<file path="src/rtl/core/wl2tk_pkg.sv">
// shared types and constants of the weighted l2 top-k search core
// no dependencies; every other file in rtl/core refers to it by scoped names
package wl2tk_pkg;

  localparam int ELEM_W   = 16;
  localparam int WEIGHT_W = 15;
  localparam int SQ_W     = 32;
  localparam int TERM_W   = 47;
  localparam int DIST_W   = 63;
  localparam int LABEL_W  = 17;
  localparam int DIM_W    = 6;
  localparam int MODE_W   = 2;

  localparam int CFG_DATA_W = 7;
  localparam int CFG_IDX_W  = 1;
  localparam int DIMS_W     = 7;
  localparam int NEIGH_W    = 5;

  localparam logic [MODE_W-1:0] MODE_WEIGHT = 2'd0;
  localparam logic [MODE_W-1:0] MODE_QUERY  = 2'd1;
  localparam logic [MODE_W-1:0] MODE_DB     = 2'd2;

  localparam logic [CFG_IDX_W-1:0] REG_DIMS_USED = 1'd0;
  localparam logic [CFG_IDX_W-1:0] REG_NEIGHBOURS = 1'd1;

  localparam logic [DIMS_W-1:0]   DIMS_RESET  = 7'd64;
  localparam logic [NEIGH_W-1:0]  NEIGH_RESET = 5'd16;
  localparam logic [WEIGHT_W-1:0] WEIGHT_ONE  = 15'd256;
  localparam logic [DIST_W-1:0]   DIST_MAX    = {DIST_W{1'b1}};
  localparam logic [LABEL_W-1:0]  LABEL_NONE  = {LABEL_W{1'b1}};

  // one slot of the sorted list
  typedef struct packed {
    logic               valid;
    logic [DIST_W-1:0]  distance;
    logic [LABEL_W-1:0] label;
  } entry_t;

  // broadcast to every cell of the list
  typedef struct packed {
    logic               insert;
    logic               shift;
    logic               clear;
    logic [DIST_W-1:0]  distance;
    logic [LABEL_W-1:0] label;
  } cell_cmd_t;

  // finished vector leaving the distance pipeline
  typedef struct packed {
    logic               insert;
    logic               report;
    logic [DIST_W-1:0]  distance;
    logic [LABEL_W-1:0] label;
  } ins_t;

endpackage

</file>
<file path="src/rtl/core/wl2tk_dist.sv">
// weight and query stores, weighted squared difference pipeline and
// saturating per-vector accumulator; depends on wl2tk_pkg
module wl2tk_dist #(
  parameter int DIM_MAX = 64,
  parameter int DB_MAX  = 65536
) (
  input  logic                               clk,
  input  logic                               rst,
  input  logic                               accept,
  input  logic [wl2tk_pkg::MODE_W-1:0]       mode,
  input  logic [wl2tk_pkg::DIM_W-1:0]        dim_index,
  input  logic signed [wl2tk_pkg::ELEM_W-1:0] element_value,
  input  logic                               last_of_vector,
  input  logic                               last_of_database,
  input  logic [wl2tk_pkg::DIMS_W-1:0]       dims_used,
  output wl2tk_pkg::ins_t                    ins
);

  localparam int AW    = (DIM_MAX > 1) ? $clog2(DIM_MAX) : 1;
  localparam int CNT_W = $clog2(DB_MAX + 1);

  logic [wl2tk_pkg::WEIGHT_W-1:0] wmem [DIM_MAX];
  logic [wl2tk_pkg::ELEM_W-1:0]   qmem [DIM_MAX];
  logic [DIM_MAX-1:0]             wvalid;
  logic [DIM_MAX-1:0]             qvalid;

  logic [AW-1:0] addr;
  logic          in_store;
  logic          is_db;

  // stage 1: store read data
  logic                             p1_valid, p1_inrange, p1_endv, p1_endd;
  logic [wl2tk_pkg::WEIGHT_W-1:0]   p1_w;
  logic [wl2tk_pkg::ELEM_W-1:0]     p1_q;
  logic                             p1_wv, p1_qv;
  logic signed [wl2tk_pkg::ELEM_W-1:0] p1_e;
  // stage 2: squared difference
  logic                             p2_valid, p2_endv, p2_endd;
  logic [wl2tk_pkg::SQ_W-1:0]       p2_sq;
  logic [wl2tk_pkg::WEIGHT_W-1:0]   p2_w;
  // stage 3: weighted term
  logic                             p3_valid, p3_endv, p3_endd;
  logic [wl2tk_pkg::TERM_W-1:0]     p3_term;

  logic [wl2tk_pkg::DIST_W-1:0]     running_sum;
  logic [CNT_W-1:0]                 vector_counter;

  logic [wl2tk_pkg::WEIGHT_W-1:0]   w_eff;
  logic signed [wl2tk_pkg::ELEM_W:0] diff;
  logic [wl2tk_pkg::ELEM_W:0]       mag17;
  logic [wl2tk_pkg::ELEM_W-1:0]     mag;
  logic [wl2tk_pkg::TERM_W-1:0]     term_next;
  logic [wl2tk_pkg::DIST_W:0]       sum_wide;
  logic [wl2tk_pkg::DIST_W-1:0]     sum_next;
  logic                             room;

  assign addr     = AW'(dim_index);
  assign in_store = 32'(dim_index) < DIM_MAX;
  assign is_db    = accept && (mode == wl2tk_pkg::MODE_DB);

  // stores: written and read at the accept edge
  always_ff @(posedge clk) begin
    if (accept && in_store && (mode == wl2tk_pkg::MODE_WEIGHT)) begin
      wmem[addr] <= element_value[wl2tk_pkg::ELEM_W-1] ? '0
                  : element_value[wl2tk_pkg::WEIGHT_W-1:0];
    end
    if (accept && in_store && (mode == wl2tk_pkg::MODE_QUERY)) begin
      qmem[addr] <= element_value;
    end
    p1_w <= wmem[addr];
    p1_q <= qmem[addr];
    p1_e <= element_value;
  end

  // unwritten entries read as their reset value
  always_ff @(posedge clk) begin
    if (rst) begin
      wvalid <= '0;
      qvalid <= '0;
    end else begin
      if (accept && in_store && (mode == wl2tk_pkg::MODE_WEIGHT)) wvalid[addr] <= 1'b1;
      if (accept && in_store && (mode == wl2tk_pkg::MODE_QUERY))  qvalid[addr] <= 1'b1;
    end
    p1_wv <= wvalid[addr];
    p1_qv <= qvalid[addr];
  end

  always_ff @(posedge clk) begin
    if (rst) begin
      p1_valid <= 1'b0;
    end else begin
      p1_valid <= is_db;
    end
    p1_inrange <= in_store && ({1'b0, dim_index} < dims_used);
    p1_endv    <= last_of_vector || last_of_database;
    p1_endd    <= last_of_database;
  end

  // stage 1 -> 2: difference and square
  always_comb begin
    w_eff = p1_wv ? p1_w : wl2tk_pkg::WEIGHT_ONE;
    diff  = $signed({p1_qv ? p1_q[wl2tk_pkg::ELEM_W-1] : 1'b0,
                     p1_qv ? p1_q : {wl2tk_pkg::ELEM_W{1'b0}}})
          - $signed({p1_e[wl2tk_pkg::ELEM_W-1], p1_e});
    mag17 = diff[wl2tk_pkg::ELEM_W] ? 17'(-diff) : 17'(diff);
    mag   = mag17[wl2tk_pkg::ELEM_W-1:0];
  end

  always_ff @(posedge clk) begin
    if (rst) begin
      p2_valid <= 1'b0;
    end else begin
      p2_valid <= p1_valid;
    end
    p2_sq   <= p1_inrange ? {16'b0, mag} * {16'b0, mag} : '0;
    p2_w    <= w_eff;
    p2_endv <= p1_endv;
    p2_endd <= p1_endd;
  end

  // stage 2 -> 3: weight multiply
  assign term_next = {15'b0, p2_sq} * {32'b0, p2_w};

  always_ff @(posedge clk) begin
    if (rst) begin
      p3_valid <= 1'b0;
    end else begin
      p3_valid <= p2_valid;
    end
    p3_term <= term_next;
    p3_endv <= p2_endv;
    p3_endd <= p2_endd;
  end

  // stage 3: saturating accumulate, hand finished vector to the list
  always_comb begin
    sum_wide = {1'b0, running_sum} + {17'b0, p3_term};
    sum_next = sum_wide[wl2tk_pkg::DIST_W] ? wl2tk_pkg::DIST_MAX
             : sum_wide[wl2tk_pkg::DIST_W-1:0];
    room     = 32'(vector_counter) < DB_MAX;
  end

  always_ff @(posedge clk) begin
    if (rst) begin
      running_sum    <= '0;
      vector_counter <= '0;
      ins.insert     <= 1'b0;
      ins.report     <= 1'b0;
    end else begin
      ins.insert <= p3_valid && p3_endv && room;
      ins.report <= p3_valid && p3_endd;
      if (p3_valid) begin
        if (p3_endv) begin
          running_sum <= '0;
          if (p3_endd) begin
            vector_counter <= '0;
          end else if (room) begin
            vector_counter <= vector_counter + CNT_W'(1);
          end
        end else begin
          running_sum <= sum_next;
        end
      end
    end
    ins.distance <= sum_next;
    ins.label    <= wl2tk_pkg::LABEL_W'(vector_counter);
  end

endmodule

</file>
<file path="config.mk">
export PLATFORM = sky130hd
export DESIGN_NAME = wl2tk_dist
export DESIGN_NICKNAME = d
export VERILOG_FILES = /design/src/rtl/core/wl2tk_pkg.sv /design/src/rtl/core/wl2tk_dist.sv
export SDC_FILE = /design/constraint.sdc
export NUM_CORES = 2
export LEC_CHECK = 0
export BUFFER_PORTS_ARGS = -buffer_cell sky130_fd_sc_hd__buf_2
export CORE_UTILIZATION = 57
export CTS_CLUSTER_SIZE = 25
export DETAILED_ROUTE_END_ITERATION = 10
export PLACE_DENSITY_LB_ADDON = 0.15
export SLEW_MARGIN = 40
export SYNTH_ARGS = -nofsm -noshare
export SYNTH_HDL_FRONTEND = slang
export SYNTH_SLANG_ARGS = --single-unit
export TNS_END_PERCENT = 50
</file>
<file path="constraint.sdc">
create_clock -name clk -period 9.15 [get_ports clk]
set_input_delay 0.4575 -clock clk [delete_from_list [all_inputs] [get_ports clk]]
set_output_delay 0.4575 -clock clk [all_outputs]
set_load 0.02 [all_outputs]
</file>
==> metrics.md <==
| Metric | Value |
|---|---|
| Status | completed |
| Detailed Place HPWL | about 180,000 µm |
| Leak | 0.0437 µW |
| Synth Flop Type | edfxtp_1 |
| Share of cells above drive strength 1 | a little over a tenth |
| CP max FO | 16 |
| FF+latch count, synth | 2,426 |
| Nets@finish | slightly above 9,000 |
| Post-synth EDFFs | around 2,000 |
| Cts bufs inserted | 229 |
| Worst EP required | 9930 ps |
| Grt ovf | 0 |
| Die ar. | 0.194 mm² |
| Register area share after synthesis | a little over 60% |
| Count of final setup violators | 0 |
| WS Path Type | register to register |
| Slew HR | 37.4% |
| Register Area | 0.0684 mm² |
| Final Hold Viols | 0 |
| Cell with the most instances on the worst path | fa_1 |
| CTS sink cnt | 2,426 |
| Pre-CTS setup slack | -85.5 ps |
| RSZ-0062 raised after global routing | false |
| # rows | 160 |
| Drt pass-1 iters | 7 |
| Slew Viols, Final | 0 |
| Gr usage total | 30.1% |
| Most frequent cells in the layout | 1,984 x edfxtp_1, 635 x a22oi_1, 591 x inv_1, 540 x fa_1, 501 x nor2_1 |
| Actual slew at the worst max-slew pin | around 940 ps |
| Input/output buffers | 117 |
| Hold crit path type | input port to register |
| Longest Clk Path Bufs | 3 |
| GPL Wtd Cong | 0.888 |
| Slowest CP cell | fa_1 |
| Drt total wl | a little under 300,000 µm |
| DR iter-0 viols | 8,169 |
| Core area | roughly 0.19 mm² |
| Period utilization | slightly below 100% |
| Non-Filler Instances | roughly 11,000 |
| Maximum clock rate | 0.114 GHz |
| Initial Utilization | around 58% |
| Via/cell ratio | roughly 6.4 |
| Largest stage delay, worst path | roughly 560 ps |
| FFs w/ async S/R, synth | 0% |
| CTS tree | built |
| Die H | 441 µm |
| Worst setup SP type | register |
| Max cap viols | 0 |
| ANT nets after route | 0 |
| Global-route wire length before repair | 435,000 µm |
| Pwr dens | between 200 and 300 mW/mm² |
| CTS HTree Levels | 4 |
| DR vias | 69,400 |
| Worst EP arrival | 9580 ps |
| Synth unique cells | 85 |
| Multi-input logic area | between 0.03 and 0.04 mm² |
| Worst Skew | 34.9 ps |
| I/O Pins | between 100 and 150 |
| DIE WIDTH | 441 µm |
| Mapped Area | between 0.1 and 0.15 mm² |
| Root Driver | clkbuf_16 |
| Layout area overhead | 11.8% |
| Worst-path clk slew | 70 ps |
| CP endpoint kind | register |
| Synth Instances | 7,987 |
| # fillers | 13,900 |
| Routed length per instance | 26.8 µm |
| Commonest non-fill, non-tap cell in the layout | edfxtp_1 |
| Setup ws final | 352 ps |
| Final core occ | 64.3% |
| Peak supply drop | ~0.00085 V |
| DRC Markers | 0 |
| Largest net degree at the start of global routing | roughly 110 |
| Syn_area_per_cell | approximately 14 µm² |
| Yosys warnings | 0 |
| Vias in the first global route | between 60,000 and 70,000 |
| Dpl cells | 10,500 |
| Initial antenna violation count | 9 |
| Final min period | 8800 ps |
| Clock latency at the later pin of the worst-skew pair | 870 ps |
## Yosys cell counts (69+ instances only)
master / count / area (µm²)
xnor2_1: 94 / 823
and2_1: 291 / 1820
edfxtp_1: 1984 / 59600
a22oi_1: 635 / 4770
ha_1: 285 / 3570
nand2_1: 461 / 1730
clkbuf_1: 375 / 1410
a221oi_1: 218 / 1910
o21ai_0: 82 / 410
nor2_1: 538 / 2020
nand3_1: 85 / 425
fa_1: 542 / 10900
inv_1: 589 / 2210
a22o_1: 260 / 2280
a31oi_1: 224 / 1400
a21o_1: 69 / 518
nand4_1: 74 / 463
a21oi_1: 206 / 1030
dfxtp_1: 442 / 8850
## metal layers
metal	wire [µm]	track usage (%)	up-vias
met2	144000	50.4	3435
li1	-	-	30000
met5	8	0	-
met1	115000	41.4	35400
met3	26200	4.40	470
met4	7800	8.26	2
## state kept, by name (all words and copies together), names as in the netlist, 15 cells and up
name            count
ins                82
p1_e               16
p1_q               16
p1_w               15
p2_sq              31
p2_w               15
p3_term            47
qmem             1024
qvalid             64
running_sum        63
vector_counter     17
wmem              960
wvalid             64
## power by group
group	total (µW)	switching, µW	leakage, µW	internal, µW
Sequential	12700	451	0.0203	12300
Combinational	9800	5350	0.0196	4440
Clock	9660	4090	0.00375	5570
Total	32200	9890	0.0437	22300
## layout make-up
class	count	share of cell area (%)
Timing Repair Buffer	425	2.55
Clock inverter	141	1.25
Sequential cell	2426	55.8
Inverter	594	1.82
Tap cell	2511	2.56
Clock buffer	289	5.03
Multi-Input combinational cell	4532	31.0
Antenna cell	2	0.00408
## cells by family after synthesis
| group | after synthesis | synth area share, % |
|---|---|---|
| compound gates | 1846 | 12.3 |
| xor+xnor | 149 | 1.20 |
| mux | 5 | 0.0490 |
| flops | 2426 | 62.3 |
| other cells | 2 | 0.00684 |
| buf+inv | 1032 | 3.55 |
| fa+ha+maj | 827 | 13.1 |
| simple gates | 1700 | 7.39 |
## worst paths after layout
path | from | to | slack [ps] | cells past startpoint
worst max-delay path | p1_qv$_DFF_P_ | p2_sq[31]$_SDFF_PN0_ | 350 | 35
worst min-delay path | element_value[4] | qmem[41][4]$_DFFE_PP_ | 60 | 1
worst max register to register | p1_qv$_DFF_P_ | p2_sq[31]$_SDFF_PN0_ | 350 | 35
worst min register to register | p2_endd$_DFF_P_ | p3_endd$_DFF_P_ | 330 | 0
## stage by stage
stage	instance area (µm²)	total power, µW	hold WS [ps]	setup TNS [ps]
final	123000	32200	55.2	0
after global placement	115000	22300	311	0
after CTS	122000	32000	2.40	0
after global routing	123000	34000	12.6	0
after floorplan	110000	19700	310	0
after detailed placement	115000	22400	312	-85.5
## critical path, delay by kind of cell (launching register included)
family	cells	cell delay [ps]
xor+xnor	1	170
compound gates	10	2210
fa+ha+maj	8	3730
simple gates	9	1580
buf+inv	7	710
flops	1	320
## what timing repair did
action / 4_1_cts / 5_1_grt
endpoints found under the hold margin: 7 / 0
hold buffers: 7 / 0
setup endpoints to repair: 1 / 8
gates resized for setup: 1 / 46
pin swaps: 1 / 13
buffers inserted: 0 / 1
Note: power is estimated with default switching activity, not from simulation.
