### config.mk
export PLATFORM = sky130hd
export DESIGN_NAME = wl2tk_cell
export DESIGN_NICKNAME = d
export VERILOG_FILES = /design/src/rtl/core/wl2tk_pkg.sv /design/src/rtl/core/wl2tk_cell.sv
export SDC_FILE = /design/constraint.sdc
export NUM_CORES = 1
export LEC_CHECK = 0
export BUFFER_PORTS_ARGS = -buffer_cell sky130_fd_sc_hd__buf_2
export CAP_MARGIN = 20
export CORE_AREA = 2 2 126 128
export CTS_BUF_LIST = sky130_fd_sc_hd__clkbuf_8
export DETAILED_ROUTE_END_ITERATION = 16
export DIE_AREA = 0 0 128 130
export PLACE_DENSITY = 0.76
export REMOVE_ABC_BUFFERS = 1
export SYNTH_ARGS = -nofsm -noshare
export SYNTH_HDL_FRONTEND = slang
export SYNTH_SLANG_ARGS = --single-unit
### constraint.sdc
create_clock -name clk -period 9.1 [get_ports clk]
set_input_delay 0.91 -clock clk [delete_from_list [all_inputs] [get_ports clk]]
set_output_delay 0.91 -clock clk [all_outputs]
set_load 0.01 [all_outputs]
### src/rtl/core/wl2tk_pkg.sv
// shared types and constants of the weighted l2 top-k search core
// no dependencies; every other file in rtl/core refers to it by scoped names
package wl2tk_pkg;

  localparam int ELEM_W   = 16;
  localparam int WEIGHT_W = 15;
  localparam int SQ_W     = 32;
  localparam int TERM_W   = 47;
  localparam int DIST_W   = 63;
  localparam int LABEL_W  = 17;
  localparam int DIM_W    = 6;
  localparam int MODE_W   = 2;

  localparam int CFG_DATA_W = 7;
  localparam int CFG_IDX_W  = 1;
  localparam int DIMS_W     = 7;
  localparam int NEIGH_W    = 5;

  localparam logic [MODE_W-1:0] MODE_WEIGHT = 2'd0;
  localparam logic [MODE_W-1:0] MODE_QUERY  = 2'd1;
  localparam logic [MODE_W-1:0] MODE_DB     = 2'd2;

  localparam logic [CFG_IDX_W-1:0] REG_DIMS_USED = 1'd0;
  localparam logic [CFG_IDX_W-1:0] REG_NEIGHBOURS = 1'd1;

  localparam logic [DIMS_W-1:0]   DIMS_RESET  = 7'd64;
  localparam logic [NEIGH_W-1:0]  NEIGH_RESET = 5'd16;
  localparam logic [WEIGHT_W-1:0] WEIGHT_ONE  = 15'd256;
  localparam logic [DIST_W-1:0]   DIST_MAX    = {DIST_W{1'b1}};
  localparam logic [LABEL_W-1:0]  LABEL_NONE  = {LABEL_W{1'b1}};

  // one slot of the sorted list
  typedef struct packed {
    logic               valid;
    logic [DIST_W-1:0]  distance;
    logic [LABEL_W-1:0] label;
  } entry_t;

  // broadcast to every cell of the list
  typedef struct packed {
    logic               insert;
    logic               shift;
    logic               clear;
    logic [DIST_W-1:0]  distance;
    logic [LABEL_W-1:0] label;
  } cell_cmd_t;

  // finished vector leaving the distance pipeline
  typedef struct packed {
    logic               insert;
    logic               report;
    logic [DIST_W-1:0]  distance;
    logic [LABEL_W-1:0] label;
  } ins_t;

endpackage

### src/rtl/core/wl2tk_cell.sv
// one compare-and-shift cell of the sorted top-k list
// depends on wl2tk_pkg (entry_t, cell_cmd_t)
module wl2tk_cell (
  input  logic                 clk,
  input  logic                 rst,
  input  wl2tk_pkg::cell_cmd_t cmd,
  input  wl2tk_pkg::entry_t    prev,
  input  logic                 prev_beat,
  input  wl2tk_pkg::entry_t    next,
  output wl2tk_pkg::entry_t    ent,
  output logic                 beat
);

  // strict compare: an equal distance already held stays ahead
  always_comb begin
    beat = !ent.valid || (cmd.distance < ent.distance);
  end

  always_ff @(posedge clk) begin
    if (rst) begin
      ent.valid <= 1'b0;
    end else if (cmd.clear) begin
      ent.valid <= 1'b0;
    end else if (cmd.shift) begin
      ent <= next;
    end else if (cmd.insert && beat) begin
      if (prev_beat) begin
        ent <= prev;
      end else begin
        ent.valid    <= 1'b1;
        ent.distance <= cmd.distance;
        ent.label    <= cmd.label;
      end
    end
  end

endmodule

==> results of run 1 <==
[worst max-delay path, stage by stage]
cell	delay, ns
sky130_fd_sc_hd__buf_2	0.13
sky130_fd_sc_hd__ha_1	0.31
sky130_fd_sc_hd__a21oi_1	0.16
sky130_fd_sc_hd__o21ai_0	0.11
sky130_fd_sc_hd__a221o_1	0.30
sky130_fd_sc_hd__o31ai_1	0.23
sky130_fd_sc_hd__o2111a_1	0.27
sky130_fd_sc_hd__nand2_1	0.12
sky130_fd_sc_hd__nand2_1	0.10
sky130_fd_sc_hd__buf_2	0.13
[power by group through the flow]
stage | combinational [mW] | sequential [mW] | clock, mW
CTS | 0.227 | 0.442 | 0.262
global route | 0.253 | 0.444 | 0.279
floorplan | 0.0945 | 0.461 | 0
finish | 0.224 | 0.442 | 0.254
global placement | 0.221 | 0.449 | 0
detailed placement | 0.226 | 0.450 | 0
[layout make-up]
type                            instances  area share (%)
Antenna cell                            1          0.0325
Clock buffer                            9            1.61
Clock inverter                          6           0.666
Inverter                               65            3.17
Multi-Input combinational cell        412            38.2
Sequential cell                        81            31.4
Tap cell                              192            3.12
Timing Repair Buffer                  333            21.8
[stage by stage]
stage | setup WS (ns) | std cells | utilization [%] | cell area, sq um | hold slack [ns]
floorplan | 2.27 | 558 | - | 5590 | 0.627
global placement | 5.39 | 1083 | 48.8 | 7530 | 0.675
detailed placement | 5.35 | 1083 | 48.8 | 7530 | 0.685
CTS | 5.35 | 1098 | 49.9 | 7700 | 0.698
global route | 5.21 | 1099 | 50.0 | 7710 | 0.748
finish | 5.41 | 1099 | 50.0 | 7710 | 0.699
[Yosys cell counts (3+ instances only)]
master,n
sky130_fd_sc_hd__nand2_1,102
sky130_fd_sc_hd__o21ai_0,10
sky130_fd_sc_hd__buf_2,3
sky130_fd_sc_hd__nand4_2,3
sky130_fd_sc_hd__nand4_1,6
sky130_fd_sc_hd__mux2i_1,80
sky130_fd_sc_hd__ha_1,62
sky130_fd_sc_hd__buf_1,5
sky130_fd_sc_hd__nor2_1,7
sky130_fd_sc_hd__a21oi_1,27
sky130_fd_sc_hd__o21ai_1,81
sky130_fd_sc_hd__clkbuf_1,19
sky130_fd_sc_hd__edfxtp_1,80
sky130_fd_sc_hd__nand3_1,8
sky130_fd_sc_hd__inv_1,64
[layer usage]
metal	up-vias	GRT usage [%]
met4	0	7.18
li1	2724	-
met3	25	4.59
met2	215	35.6
met5	-	0
met1	2381	23.3
[final timing paths]
kind | startpoint | end | cells after the start
worst min-delay path | ent[80]$_SDFFE_PP0P_ | ent[80]$_SDFFE_PP0P_ | 3
worst min register to register | ent[80]$_SDFFE_PP0P_ | ent[80]$_SDFFE_PP0P_ | 3
worst max register to register | ent[35]$_DFFE_PP_ | ent[19]$_DFFE_PP_ | 10
worst max-delay path | cmd[59] | beat | 10
[logic make-up after synthesis]
group | share of synthesized area, %
multiplexers | 14.1
AND/OR/NAND/NOR | 11.3
flip-flops | 42.5
buffers and inverters | 6.13
AO/OA/AOI/OAI | 12.4
adder cells (fa/ha/maj) | 13.6
==> flow_summary.toml, run 1 <==
[pwr]
clkPwrFrac_pct = 27.6
power.leakage_nw = 3.97
share_comb_of_total_power_pct = 24.3
max-vdd-ir-drop_mv = 0.0687
total_net_switching_power_mw = 0.259
power.switching_fraction_pct = 28.2
p_int_mw = 0.660
post-layout-total-power_mw = 0.919
sequential_power_share_pct = 48.0
power_density_nw_per_um2 = 119

[grt]
antenna_found_initial = 1
vias_in_the_first_global_route = 5132
grt_usage_pct = 19.8
grt_max_degree = 91
grt_pass1_wl_um = 25500
globalRoute.totalOverflow = 0

[clock_network]
ctsHoldBuffers = 0
cts_htree_levels = 3
tritoncts.num_buffers = 9
postCtsSetupRepairBufs = 0
tritoncts = "done"
clock_tree.root_cell = "sky130_fd_sc_hd__clkbuf_8"
cts_num_sinks = 81
cts_repair_resize_count = 0
clk-insertion-delay-late_ns = 0.37
clk_pin_slew_ns = 0.07
clk_path_buf_depth = 2

[detailed_routing]
detail_route.wl_per_cell_um = 15.4
dr.pass1.iters = 6
wirelength_met1_um = 6890
via_per_inst = 4.86
drtIter0Drc = 173
routed_wl_um = 16900
met2_wire_length_um = 8520
route.vias.total = 5345
detailroute.wirelength.met3_um = 1140
drt_drc_violations_left = 0
antenna_violating_nets_post_route = 0
topRoutingLayerUsed = "met4"

[die]
placementRows = 46
core-area_sq_um = 15400
initial_core_utilization_pct = 36.9
design.die.area_sq_um = 16600
die-width_um = 128
ioPinCount = 330
chipHeight_um = 130

[setup_path]
regToRegSetupSlack_ns = 6.05
critical_path.max_fanout = 2
setup_cp_type = "input port to output pin"
timing.critical_path.required_ns = 8.19
cp-start-kind = "input port"
endpoint_type_of_the_worst_setup_path = "output pin"
arrival_ns = 2.78

[logic_synthesis]
synth-main-ff-cell = "sky130_fd_sc_hd__edfxtp_1"
synth.lib_cells_used.distinct = 36
syn-cell-area_sq_um = 5700
synthDominantAreaCellType = "sky130_fd_sc_hd__edfxtp_1"
synth_seq_area_share_pct = 42.5
synth_edf_count = 80
synthCells = 585
synthTopCellsByArea = "sky130_fd_sc_hd__edfxtp_1, sky130_fd_sc_hd__mux2i_1, sky130_fd_sc_hd__ha_1"
synth_async_sr_flop_share_pct = 0
synth-seq-cells = 81
yosys.area.top_type_share_pct = 42.2
ys_warn_count = 0
synth_area_per_cell_sq_um = 9.74

[sta]
final_period_minus_worst_setup_slack_ns = 3.69
fin_skew_ns = 0.0183
finalSetupTns_ns = 0
worst_pin_slew_ns = 0.844
final-max-slew-violation-count = 0
grt_setup_unrepaired = "no"
setup-violations-final = 0
hold_viol = 0
relSlewSlack_pct = 43.7
max_freq_ghz = 0.271
timing.final.crit_share_pct = 40.6

[cells_and_area]
syn_to_final_growth_pct = 35.3
finish.net_count = 1212
fillerInstances = 1462
mostFrequentLayoutCell = "sky130_fd_sc_hd__buf_2"
layout.cells.most_common_list = "sky130_fd_sc_hd__buf_2, sky130_fd_sc_hd__nand2_1, sky130_fd_sc_hd__o21ai_1, sky130_fd_sc_hd__mux2i_1, sky130_fd_sc_hd__edfxtp_1"
max_flop_register = "ent"
post_route_cells_drive_above_1_share_pct = 39.1
largest_register_ff_count = 81
area_of_combinational_cells_with_multiple_inputs_sq_um = 2940
biggestRegsByFlops = "ent x81"
seq_area_sq_um = 2420

[placed_design]
dpl_wire_length_um = 13900
input_output_buffers = 329
routabilityCongestion = 0.804

[status]
status = "finished, final reports clean"

[worst_hold_path]
holdCritPathClass = "flip-flop to flip-flop"

[flow_run]
maximum_capacitance_violations = 0
Note: power is estimated with default switching activity, not from simulation.
==> run 2, diff against run 1 <==
==> constraint.sdc (replaced) <==
create_clock -name clk -period 3.6 [get_ports clk]
set_input_delay 0.36 -clock clk [delete_from_list [all_inputs] [get_ports clk]]
set_output_delay 0.36 -clock clk [all_outputs]
set_load 0.01 [all_outputs]
==> flow_summary.toml, run 2 (same netlist as run 1, synthesis figures left out) <==
[clock_network]
clk_pin_slew_ns = 0.09
cts_num_sinks = 81
clk_path_buf_depth = 2
tritoncts = "done"
ctsHoldBuffers = 0
postCtsSetupRepairBufs = 0
cts_repair_resize_count = 0
tritoncts.num_buffers = 9
clk-insertion-delay-late_ns = 0.37
clock_tree.root_cell = "sky130_fd_sc_hd__clkbuf_8"
cts_htree_levels = 3

[pwr]
power.leakage_nw = 4.02
share_comb_of_total_power_pct = 22.1
total_net_switching_power_mw = 0.695
power_density_nw_per_um2 = 331
max-vdd-ir-drop_mv = 0.225
p_int_mw = 1.90
power.switching_fraction_pct = 26.8
sequential_power_share_pct = 43.0
clkPwrFrac_pct = 34.9

[sta]
timing.final.crit_share_pct = 91.0
final_period_minus_worst_setup_slack_ns = 3.28
max_freq_ghz = 0.305
final-max-slew-violation-count = 0
finalSetupTns_ns = 0
grt_setup_unrepaired = "no"
fin_skew_ns = 0.0131
setup-violations-final = 0
worst_pin_slew_ns = 0.882
hold_viol = 0
relSlewSlack_pct = 41.2

[grt]
grt_max_degree = 95
antenna_found_initial = 1
grt_pass1_wl_um = 25700
globalRoute.totalOverflow = 0
vias_in_the_first_global_route = 5171
grt_usage_pct = 20.0

[cells_and_area]
mostFrequentLayoutCell = "sky130_fd_sc_hd__buf_2"
final_core_utilization_pct = 50.8
largest_register_ff_count = 81
fin_cells = 1102
syn_to_final_growth_pct = 37.6
post_route_cells_drive_above_1_share_pct = 39.6
fillerInstances = 1482
finish.net_count = 1214
max_flop_register = "ent"
biggestRegsByFlops = "ent x81"
layout.cells.most_common_list = "sky130_fd_sc_hd__buf_2, sky130_fd_sc_hd__nand2_1, sky130_fd_sc_hd__o21ai_1, sky130_fd_sc_hd__mux2i_1, sky130_fd_sc_hd__edfxtp_1"
final_cell_area_excluding_filler_cells_sq_um = 7840

[setup_path]
r2r-end = "ent[52]$_DFFE_PP_"
setup_cp_type = "flip-flop to flip-flop"
critical_path.max_fanout = 37
worst-path-buf-inv = 2
endpoint_type_of_the_worst_setup_path = "flip-flop"
regToRegSetupSlack_ns = 0.32
register_to_register_path_depth = 10
timing.critical_path.required_ns = 3.61
cells_along_the_critical_path = "inv_1 -> ha_1 -> a21oi_1 -> nand2_1 -> a2111oi_0 -> o21ai_0 -> a21oi_1 -> nand2_1 -> a31oi_4 -> buf_4"
cp-start-kind = "flip-flop"
timing.critical_path.max_delay_family = "compound AO/OA/AOI/OAI gates"
rr_startpoint = "ent[30]$_DFFE_PP_"
arrival_ns = 3.29
crit_path_max_incr_delay_ns = 0.66
cell_with_the_biggest_individual_delay_on_the_critical_path = "sky130_fd_sc_hd__a2111oi_0"

[worst_hold_path]
worst_hold_path.num_cells = 3
holdCritPathClass = "input port to flip-flop"
hold-path-endpoint = "ent[67]$_DFFE_PP_"
holdCritStartpoint = "next[67]"

[detailed_routing]
drtIter0Drc = 229
antenna_violating_nets_post_route = 0
detail_route.wl_per_cell_um = 15.6
route.vias.total = 5439
drt_drc_violations_left = 0
routed_wl_um = 17200
dr.pass1.iters = 5
via_per_inst = 4.94

[die]
ioPinCount = 330
placementRows = 46
design.die.area_sq_um = 16600
initial_core_utilization_pct = 36.9
chipHeight_um = 130
core-area_sq_um = 15400
die-width_um = 128

[placed_design]
postPlaceCellArea_sq_um = 7570
placedCellCount = 1085
input_output_buffers = 329
routabilityCongestion = 0.802
dpl_wire_length_um = 14000

[flow_run]
maximum_capacitance_violations = 0

[status]
status = "finished, final reports clean"
==> run 2: cell types whose count changed in the layout (fill, tap and decap cells not counted), sizes merged <==
cell | before | now
clkinv | 4 | 3
bufinv | 1 | 4
inv | 66 | 65
buf | 333 | 335
==> run 2: worst max-delay path by stage <==
stage / from / end / depth (start not counted)
2_1_floorplan: ent[70]$_DFFE_PP_ / ent[0]$_DFFE_PP_ / 9
3_3_place_gp: cmd[30] / ent[3]$_DFFE_PP_ / 10
3_5_place_dp: cmd[30] / ent[2]$_DFFE_PP_ / 10
4_1_cts: ent[30]$_DFFE_PP_ / ent[14]$_DFFE_PP_ / 10
5_1_grt: ent[30]$_DFFE_PP_ / ent[14]$_DFFE_PP_ / 10
6_report: ent[30]$_DFFE_PP_ / ent[52]$_DFFE_PP_ / 10
==> run 2: area by class of cell <==
| type | instances | area, sq um | share of cell area [%] |
|---|---|---|---|
| Timing Repair Buffer | 335 | 1720 | 22.0 |
| Multi-Input combinational cell | 412 | 2940 | 37.5 |
| Clock inverter | 7 | 143 | 1.82 |
| Antenna cell | 1 | 2.50 | 0.0319 |
| Clock buffer | 9 | 124 | 1.58 |
| Tap cell | 192 | 240 | 3.07 |
| Sequential cell | 81 | 2420 | 30.9 |
| Inverter | 65 | 244 | 3.11 |
==> run 2: worst reg2reg max path: stages, from the launching register on <==
cell and delay [ns]:
sky130_fd_sc_hd__edfxtp_1 0.38, sky130_fd_sc_hd__inv_1 0.08, sky130_fd_sc_hd__ha_1 0.25, sky130_fd_sc_hd__a21oi_1 0.16, sky130_fd_sc_hd__nand2_1 0.07, sky130_fd_sc_hd__a2111oi_0 0.66
sky130_fd_sc_hd__o21ai_0 0.20, sky130_fd_sc_hd__a21oi_1 0.24, sky130_fd_sc_hd__nand2_1 0.14, sky130_fd_sc_hd__a31oi_4 0.24, sky130_fd_sc_hd__buf_4 0.46
==> run 2: power groups by stage <==
stage	sequential, mW	combinational, mW	clock (mW)
6_report	1.12	0.573	0.903
5_1_grt	1.12	0.646	0.960
4_1_cts	1.12	0.580	0.928
3_5_place_dp	1.14	0.576	0
3_3_place_gp	1.13	0.563	0
2_1_floorplan	1.17	0.239	0
==> run 2: through the flow <==
step                setup slack (ns)  power [mW]  hold slack [ns]
floorplan                      -2.74        1.41            0.520
global placement               0.260        1.70            0.641
detailed placement             0.249        1.71            0.649
CTS                            0.330        2.62            0.231
global route                  0.0275        2.73            0.258
finish                         0.325        2.59            0.263
==> run 2: metal layers <==
layer  GRT usage [%]  wire, um  share of wire, %  up-vias
li1                -         -                 -     2730
met3            5.17      1130               6.6       34
met4            8.73       456               2.7        0
met1            22.6      6920                40     2450
met5               0         0                 0        -
met2            35.9      8660                50      225
